[src/design/sps_pkg.sv]
package sps_pkg;

    // input transaction payload
    typedef struct packed {
        logic [7:0] msg_byte;
        logic       is_last;
    } t_in;

    // output transaction payload: one group of four schedule words
    typedef struct packed {
        logic [31:0] word_a;
        logic [31:0] word_b;
        logic [31:0] word_c;
        logic [31:0] word_d;
        logic [3:0]  group_index;
        logic        block_end;
        logic        message_end;
    } t_out;

    // controller states
    typedef enum logic [1:0] {
        ST_FILL,
        ST_PAD,
        ST_LEN,
        ST_EXPAND
    } t_state;

    // controller to datapath commands
    typedef struct packed {
        logic       load_byte;
        logic       load_pad;
        logic       load_len;
        logic       step;
        logic [1:0] word_sel;
        logic [3:0] group;
        logic       final_blk;
        logic       blk_done;
        logic       msg_done;
    } t_cmd;

    // datapath to controller status
    typedef struct packed {
        logic fill_full;
        logic pad_over;
        logic out_free;
    } t_stat;

    localparam logic [7:0] PAD_BYTE   = 8'h80;
    localparam logic [1:0] LAST_LANE  = 2'd3;
    localparam logic [3:0] LAST_GROUP = 4'd15;
    localparam logic [5:0] LAST_STEP  = 6'd63;
    localparam logic [5:0] LAST_FILL  = 6'd63;
    localparam logic [5:0] LEN_START  = 6'd56;

    // small sigma 0: rotr 7 ^ rotr 18 ^ shr 3
    function automatic logic [31:0] sigma0(input logic [31:0] x);
        sigma0 = {x[6:0], x[31:7]} ^ {x[17:0], x[31:18]} ^ {3'b000, x[31:3]};
    endfunction

    // small sigma 1: rotr 17 ^ rotr 19 ^ shr 10
    function automatic logic [31:0] sigma1(input logic [31:0] x);
        sigma1 = {x[16:0], x[31:17]} ^ {x[18:0], x[31:19]} ^ {10'b0, x[31:10]};
    endfunction

endpackage

[src/design/sps_ctrl.sv]
module sps_ctrl (
    input  logic                 i_clk,
    input  logic                 i_rst_n,
    input  logic                 i_in_valid,
    input  logic                 i_in_last,
    input  sps_pkg::t_stat       i_stat,
    output logic                 o_in_ready,
    output sps_pkg::t_cmd        o_cmd
);

    sps_pkg::t_state r_state, n_state;
    sps_pkg::t_state r_ret,   n_ret;
    logic            r_final, n_final;
    logic [5:0]      r_cnt,   n_cnt;
    logic            in_acc;
    logic            step;

    assign in_acc = i_in_valid && (r_state == sps_pkg::ST_FILL);

    // expansion advances unless the group would overwrite a pending result
    assign step = (r_state == sps_pkg::ST_EXPAND) &&
                  ((r_cnt[1:0] != sps_pkg::LAST_LANE) || i_stat.out_free);

    // next state
    always_comb begin
        n_state = r_state;
        n_ret   = r_ret;
        n_final = r_final;
        n_cnt   = r_cnt;
        case (r_state)
            sps_pkg::ST_FILL: begin
                if (in_acc) begin
                    if (i_stat.fill_full) begin
                        n_state = sps_pkg::ST_EXPAND;
                        n_ret   = i_in_last ? sps_pkg::ST_PAD : sps_pkg::ST_FILL;
                        n_final = 1'b0;
                    end else if (i_in_last) begin
                        n_state = sps_pkg::ST_PAD;
                    end
                end
            end
            sps_pkg::ST_PAD: begin
                if (i_stat.pad_over) begin
                    n_state = sps_pkg::ST_EXPAND;
                    n_ret   = sps_pkg::ST_LEN;
                    n_final = 1'b0;
                end else begin
                    n_state = sps_pkg::ST_LEN;
                end
            end
            sps_pkg::ST_LEN: begin
                n_state = sps_pkg::ST_EXPAND;
                n_ret   = sps_pkg::ST_FILL;
                n_final = 1'b1;
            end
            sps_pkg::ST_EXPAND: begin
                if (step) begin
                    n_cnt = r_cnt + 6'd1;
                    if (r_cnt == sps_pkg::LAST_STEP) begin
                        n_state = r_ret;
                    end
                end
            end
            default: begin
                n_state = sps_pkg::ST_FILL;
            end
        endcase
    end

    // outputs
    always_comb begin
        o_in_ready        = (r_state == sps_pkg::ST_FILL);
        o_cmd.load_byte   = in_acc;
        o_cmd.load_pad    = (r_state == sps_pkg::ST_PAD);
        o_cmd.load_len    = (r_state == sps_pkg::ST_LEN);
        o_cmd.step        = step;
        o_cmd.word_sel    = r_cnt[1:0];
        o_cmd.group       = r_cnt[5:2];
        o_cmd.final_blk   = r_final;
        o_cmd.blk_done    = step && (r_cnt == sps_pkg::LAST_STEP);
        o_cmd.msg_done    = step && (r_cnt == sps_pkg::LAST_STEP) && r_final;
    end

    // state registers
    always_ff @(posedge i_clk) begin
        if (!i_rst_n) begin
            r_state <= sps_pkg::ST_FILL;
            r_ret   <= sps_pkg::ST_FILL;
            r_final <= 1'b0;
            r_cnt   <= '0;
        end else begin
            r_state <= n_state;
            r_ret   <= n_ret;
            r_final <= n_final;
            r_cnt   <= n_cnt;
        end
    end

endmodule

[src/design/sps_dp.sv]
module sps_dp (
    input  logic           i_clk,
    input  logic           i_rst_n,
    input  sps_pkg::t_in   i_data,
    input  sps_pkg::t_cmd  i_cmd,
    output sps_pkg::t_stat o_stat,
    output logic           o_valid,
    input  logic           i_ready,
    output sps_pkg::t_out  o_data
);

    logic [31:0]   r_w [16];
    logic [31:0]   n_w [16];
    logic [31:0]   r_col [3];
    logic [5:0]    r_fill;
    logic [60:0]   r_total;
    logic          r_valid;
    sps_pkg::t_out r_out;
    logic [31:0]   new_word;
    logic [4:0]    lane_off;

    // next schedule word from the sliding window
    assign new_word = sps_pkg::sigma1(r_w[14]) + r_w[9] + sps_pkg::sigma0(r_w[1]) + r_w[0];
    assign lane_off = {~r_fill[1:0], 3'b000};

    // window / block store update
    always_comb begin
        for (int i = 0; i < 16; i++) begin
            n_w[i] = r_w[i];
        end
        if (i_cmd.blk_done) begin
            for (int i = 0; i < 16; i++) begin
                n_w[i] = '0;
            end
        end else if (i_cmd.step) begin
            for (int i = 0; i < 15; i++) begin
                n_w[i] = r_w[i + 1];
            end
            n_w[15] = new_word;
        end else if (i_cmd.load_byte) begin
            n_w[r_fill[5:2]][lane_off +: 8] = i_data.msg_byte;
        end else if (i_cmd.load_pad) begin
            n_w[r_fill[5:2]][lane_off +: 8] = sps_pkg::PAD_BYTE;
        end else if (i_cmd.load_len) begin
            n_w[14] = r_total[60:29];
            n_w[15] = {r_total[28:0], 3'b000};
        end
    end

    always_ff @(posedge i_clk) begin
        if (!i_rst_n) begin
            for (int i = 0; i < 16; i++) begin
                r_w[i] <= '0;
            end
        end else begin
            for (int i = 0; i < 16; i++) begin
                r_w[i] <= n_w[i];
            end
        end
    end

    // fill count and message length
    always_ff @(posedge i_clk) begin
        if (!i_rst_n) begin
            r_fill  <= '0;
            r_total <= '0;
        end else begin
            if (i_cmd.blk_done) begin
                r_fill <= '0;
            end else if (i_cmd.load_byte || i_cmd.load_pad) begin
                r_fill <= r_fill + 6'd1;
            end
            if (i_cmd.msg_done) begin
                r_total <= '0;
            end else if (i_cmd.load_byte) begin
                r_total <= r_total + 61'd1;
            end
        end
    end

    // word collector for the first three words of a group
    always_ff @(posedge i_clk) begin
        if (i_cmd.step && (i_cmd.word_sel != sps_pkg::LAST_LANE)) begin
            r_col[i_cmd.word_sel] <= r_w[0];
        end
    end

    // output register
    always_ff @(posedge i_clk) begin
        if (!i_rst_n) begin
            r_valid <= 1'b0;
        end else if (i_cmd.step && (i_cmd.word_sel == sps_pkg::LAST_LANE)) begin
            r_valid <= 1'b1;
        end else if (i_ready) begin
            r_valid <= 1'b0;
        end
    end

    always_ff @(posedge i_clk) begin
        if (i_cmd.step && (i_cmd.word_sel == sps_pkg::LAST_LANE)) begin
            r_out.word_a      <= r_col[0];
            r_out.word_b      <= r_col[1];
            r_out.word_c      <= r_col[2];
            r_out.word_d      <= r_w[0];
            r_out.group_index <= i_cmd.group;
            r_out.block_end   <= (i_cmd.group == sps_pkg::LAST_GROUP);
            r_out.message_end <= (i_cmd.group == sps_pkg::LAST_GROUP) && i_cmd.final_blk;
        end
    end

    assign o_valid            = r_valid;
    assign o_data             = r_out;
    assign o_stat.fill_full   = (r_fill == sps_pkg::LAST_FILL);
    assign o_stat.pad_over    = (r_fill >= sps_pkg::LEN_START);
    assign o_stat.out_free    = !r_valid || i_ready;

endmodule

[src/design/sha256_pad_and_schedule_top.sv]
// SHA-256 padding and message schedule. Message bytes are taken one per cycle while a
// 64-byte block fills. A full block is then expanded into its 64-word schedule through a
// single sigma/adder unit over a 16-word sliding window, one word per cycle, and yields
// its words in groups of four; no bytes are taken meanwhile, and a stalled output holds the
// expansion. The byte flagged last is followed by the pad byte, then the bit length, and
// one or two final blocks.
module sha256_pad_and_schedule_top (
    input  logic          i_clk,
    input  logic          i_rst_n,
    input  logic          i_valid,
    output logic          o_ready,
    input  sps_pkg::t_in  i_data,
    output logic          o_valid,
    input  logic          i_ready,
    output sps_pkg::t_out o_data
);

    sps_pkg::t_cmd  cmd;
    sps_pkg::t_stat stat;

    // controller
    sps_ctrl u_ctrl (
        .i_clk      (i_clk),
        .i_rst_n    (i_rst_n),
        .i_in_valid (i_valid),
        .i_in_last  (i_data.is_last),
        .i_stat     (stat),
        .o_in_ready (o_ready),
        .o_cmd      (cmd)
    );

    // datapath
    sps_dp u_dp (
        .i_clk   (i_clk),
        .i_rst_n (i_rst_n),
        .i_data  (i_data),
        .i_cmd   (cmd),
        .o_stat  (stat),
        .o_valid (o_valid),
        .i_ready (i_ready),
        .o_data  (o_data)
    );

`ifndef NO_ASSERTIONS
    // no byte is taken in the cycle after the last byte of a message
    a_last_stalls: assert property (@(posedge i_clk) disable iff (!i_rst_n)
        (i_valid && o_ready && i_data.is_last) |=> !o_ready)
        else $error("byte accepted straight after last byte");

    // a completed group never overwrites a pending result
    a_no_overwrite: assert property (@(posedge i_clk) disable iff (!i_rst_n)
        (cmd.step && (cmd.word_sel == sps_pkg::LAST_LANE)) |-> stat.out_free)
        else $error("result overwritten");

    // message end only on the closing group of a block
    a_msg_end: assert property (@(posedge i_clk) disable iff (!i_rst_n)
        (o_valid && o_data.message_end) |-> (o_data.block_end &&
            (o_data.group_index == sps_pkg::LAST_GROUP)))
        else $error("message end outside last group");

    // no byte is taken while a block is being expanded
    a_no_accept_expand: assert property (@(posedge i_clk) disable iff (!i_rst_n)
        cmd.step |-> !o_ready)
        else $error("byte accepted during expansion");
`endif

endmodule

[config.mk]
export PLATFORM = sky130hd
export DESIGN_NAME = sha256_pad_and_schedule_top
export DESIGN_NICKNAME = d
export VERILOG_FILES = /design/src/design/sps_pkg.sv /design/src/design/sps_ctrl.sv /design/src/design/sps_dp.sv /design/src/design/sha256_pad_and_schedule_top.sv
export SDC_FILE = /design/constraint.sdc
export NUM_CORES = 2
export LEC_CHECK = 0
export ABC_AREA = 1
export BUFFER_PORTS_ARGS = -buffer_cell sky130_fd_sc_hd__buf_2
export CAP_MARGIN = 25
export CORE_AREA = 2 2 292 237
export DETAILED_ROUTE_END_ITERATION = 6
export DIE_AREA = 0 0 294 239
export HOLD_SLACK_MARGIN = 0.03
export PLACE_DENSITY = 0.76
export SETUP_SLACK_MARGIN = 0.3
export SYNTH_ARGS = -nofsm -noshare
export SYNTH_HDL_FRONTEND = slang
export SYNTH_HIERARCHICAL = 1
export SYNTH_SLANG_ARGS = --single-unit
[constraint.sdc]
create_clock -name i_clk -period 13.1 [get_ports i_clk]
set_input_delay 1.31 -clock i_clk [delete_from_list [all_inputs] [get_ports i_clk]]
set_output_delay 1.31 -clock i_clk [all_outputs]
set_load 0.02 [all_outputs]
==> key figures <==
Global route
  – Initial antenna violation count: 1
  – GRT Util Overall: 0.356
  – Global-route wire length before repair: 191000 um
  – Vias in the first global route: 31100
  – Overflow after GRT: 0
  – Largest net degree at the start of global routing: 205

Synth
  – Syn. warnings: 6
  – Synth top area cells: dfxtp_1, edfxtp_1, nand2_1
  – Most used DFF post-synth: dfxtp_1
  – Largest family of logic cells by synthesized area: simple AND/OR/NAND/NOR gates
  – Synthesized area: 39400 um^2
  – Post-Synth Simple-Gate Area: 0.237
  – Compound-cell area share of the yosys netlist: 0.126
  – Area share of fa/ha/maj cells after synthesis: 0.0448
  – Seq/Total Area, Yosys: 0.476
  – EDFF count, synth: 230
  – Distinct cell type count after synthesis: 54
  – Seq cells post-synth: 821
  – Post-synth top area cell: dfxtp_1
  – Yosys top cell area share: 0.300
  – Async set-reset flop share out of synthesis: 0
  – Post-synthesis xor/xnor area fraction: 0.0282
  – Mux cell area share after synthesis: 0
  – Post-Syn Area per Cell: 7.81 um^2
  – Synthesized net count: 5161
  – Mapped Cells: 5044

Clocking
  – CTS Buf Count: 80
  – Setup bufs post-CTS: 0
  – CTS resizes: 0
  – CTS Hold Buffers Added: 0
  – CTS H-tree depth: 3
  – Clk root buf: clkbuf_16
  – CTS max path bufs: 3
  – CTS tree: done
  – Worst-Skew Late Latency: 650 ps
  – TritonCTS Sinks: 821
  – Clk slew on worst S/H paths: approximately 70 ps

Timing
  – Slew HR: 0.121
  – Fmax: 0.211 GHz
  – Final Hold Fails: 0
  – Setup_tns: 0 ps
  – Post-route clock period utilization: 0.361
  – RSZ-0062 raised after global routing: no
  – Final Setup Violations: 0
  – Clock skew: 27.8 ps
  – Final Hold Slack: 415 ps
  – Slew Viols, Final: 0
  – Worst-Margin Slew: 1320 ps
  – Min Tclk post-route: ~4700 ps

Floorplan
  – Core Region: 67700 um^2
  – IO Count: 149
  – Initial Util: 0.582
  – Die height: 239 um
  – # rows: 86
  – Die Wd: about 290 um
  – DIE AREA: 70300 um^2

Worst setup path
  – Crit path top cell by count: nand2_1
  – Cell chain of the critical path: xnor2_1, xnor2_1, fa_1, fa_1, ha_1, fa_1, nand3_1, nand3_1, nand2_1, nand2_1, nand2_1, nand2_1, o21ai_0, a21oi_1
  – Crit-path max FO: 6
  – Reg2reg start: u_dp/r_w[1][210]
  – Critical Path AT: 5230 ps
  – Crit end category: flip-flop
  – Setup crit start kind: flip-flop
  – Worst path max stage delay: 740 ps
  – Crit path launch: u_dp/r_w[1][210]
  – Slowest stage cell, crit path: o21ai_0
  – Worst EP required: 13600 ps
  – Kind of critical path: reg2reg

Detailed routing
  – Routed WL per cell: 21.1 um
  – DR iter-0 viols: roughly 4500
  – DRC Markers: 0
  – Vias per inst: 5.78
  – Total number of vias: 34800
  – Pre-Repair DR Iteration Count: 6
  – Routed WL: 127000 um
  – Final ANT Viol Nets: 0

Cells and area
  – Layout cell share with drive strength beyond 1: 0.0809
  – Fill cell count: 5906
  – Post-Route Utilization: 0.639
  – Most frequent cells in the layout: nand2_1, inv_1, dfxtp_1
  – Most common cell after layout, fill and taps aside: nand2_1
  – Layout Nets: 5191
  – FF/Latch Area: 18700 um^2
  – Multi-input logic area: between 15000 and 20000 um^2
  – Area delta synth->final: 9.80%

Run status
  – Status: completed

Placed design
  – DP HPWL: 90900 um
  – GPL Wtd Cong: 1.05
  – Input/output buffers: 148

Pwr
  – VDD IR max: 0.123 mV
  – Leak: 17.1 nW
  – Cell area power density: between 150 and 200 nW/um^2

Run
  – MaxCap Viol Count: 0

Worst hold path
  – Worst Hold Launch: u_dp/r_col[1][19]
  – Hold Crit Class: reg2reg
## final timing paths
kind              depth (start not counted)  slack [ps]                to
setup reg to reg                         14        8370  u_dp/r_w[1][241]
hold reg to reg                           0         410   u_dp/o_data[89]
setup / recovery                         14        8370  u_dp/r_w[1][241]
hold / removal                            0         410   u_dp/o_data[89]
## critical path: cells and delay by family (launching register included)
kind,cells,cell delay [ps]
flops,1,630
xor+xnor,2,640
compound gates,2,860
fa+ha+maj,4,1720
simple gates,6,700
## logic make-up (layout without fill, tap and decap cells)
logic type | count (synthesis) | count (layout)
other cells | 0 | 1
simple gates | 2303 | 2303
fa+ha+maj | 104 | 104
flops | 821 | 821
xor+xnor | 127 | 127
compound gates | 803 | 803
buf+inv | 886 | 981
## synth_stat cells, types with 24 or more instances
master    number
fa_1          62
nand2_1     1712
a31oi_1      347
nor3_1        45
xnor2_1       73
nand4_1       24
a21oi_1      140
o21ai_0      131
edfxtp_1     230
nor2_1       266
dfxtp_1      591
inv_2         24
o211ai_1      63
a221oi_1      37
xor2_1        54
buf_2         46
nand3_1      171
ha_1          42
clkbuf_1     149
inv_1        631
## area by class of cell
type | count | area share
tap | 880 | 0.0255
multi-input combinational | 3337 | 0.399
antenna | 1 | 0.0000579
clock buffer | 114 | 0.0532
timing repair buffer | 177 | 0.0227
inverter | 657 | 0.0574
clock inverter | 33 | 0.00926
sequential | 821 | 0.433
## sequential cells by signal, summed over array words and instances, names as in the netlist
register / cells
u_dp/r_w: 512
u_dp/o_data: 134
u_dp/r_col: 96
u_dp/r_total: 61
u_ctrl/r_cnt: 6
u_dp/r_fill: 6
u_ctrl/r_ret: 2
u_ctrl/r_state: 2
u_ctrl/r_final: 1
u_dp/o_valid: 1
## report_power, final
group	total [mW]	internal, mW	switching (mW)
logic	1.86	0.452	1.40
clock network	2.36	1.34	1.02
registers	2.83	2.70	0.130
## through the flow
stage	setup WS [ps]	power (mW)	cell area, um^2	std cells
after floorplan	893	4.11	39400	5044
after global placement	7910	4.64	40600	5872
after detailed placement	7870	4.66	40600	5872
after CTS	8520	7.00	43300	6019
after global routing	8180	7.32	43300	6019
final	8370	7.05	43300	6020
## routing by layer
layer / routed length, um / up-vias / GRT usage / part of all wire
met3: 14500 / 242 / 0.0830 / 0.11
met5: 0 / - / 0 / 0
met1: 53900 / 16300 / 0.512 / 0.42
li1: - / 16400 / - / -
met2: 53000 / 1820 / 0.516 / 0.42
met4: 5360 / 0 / 0.147 / 0.042
No activity file was read; power rests on OpenSTA's default activity.
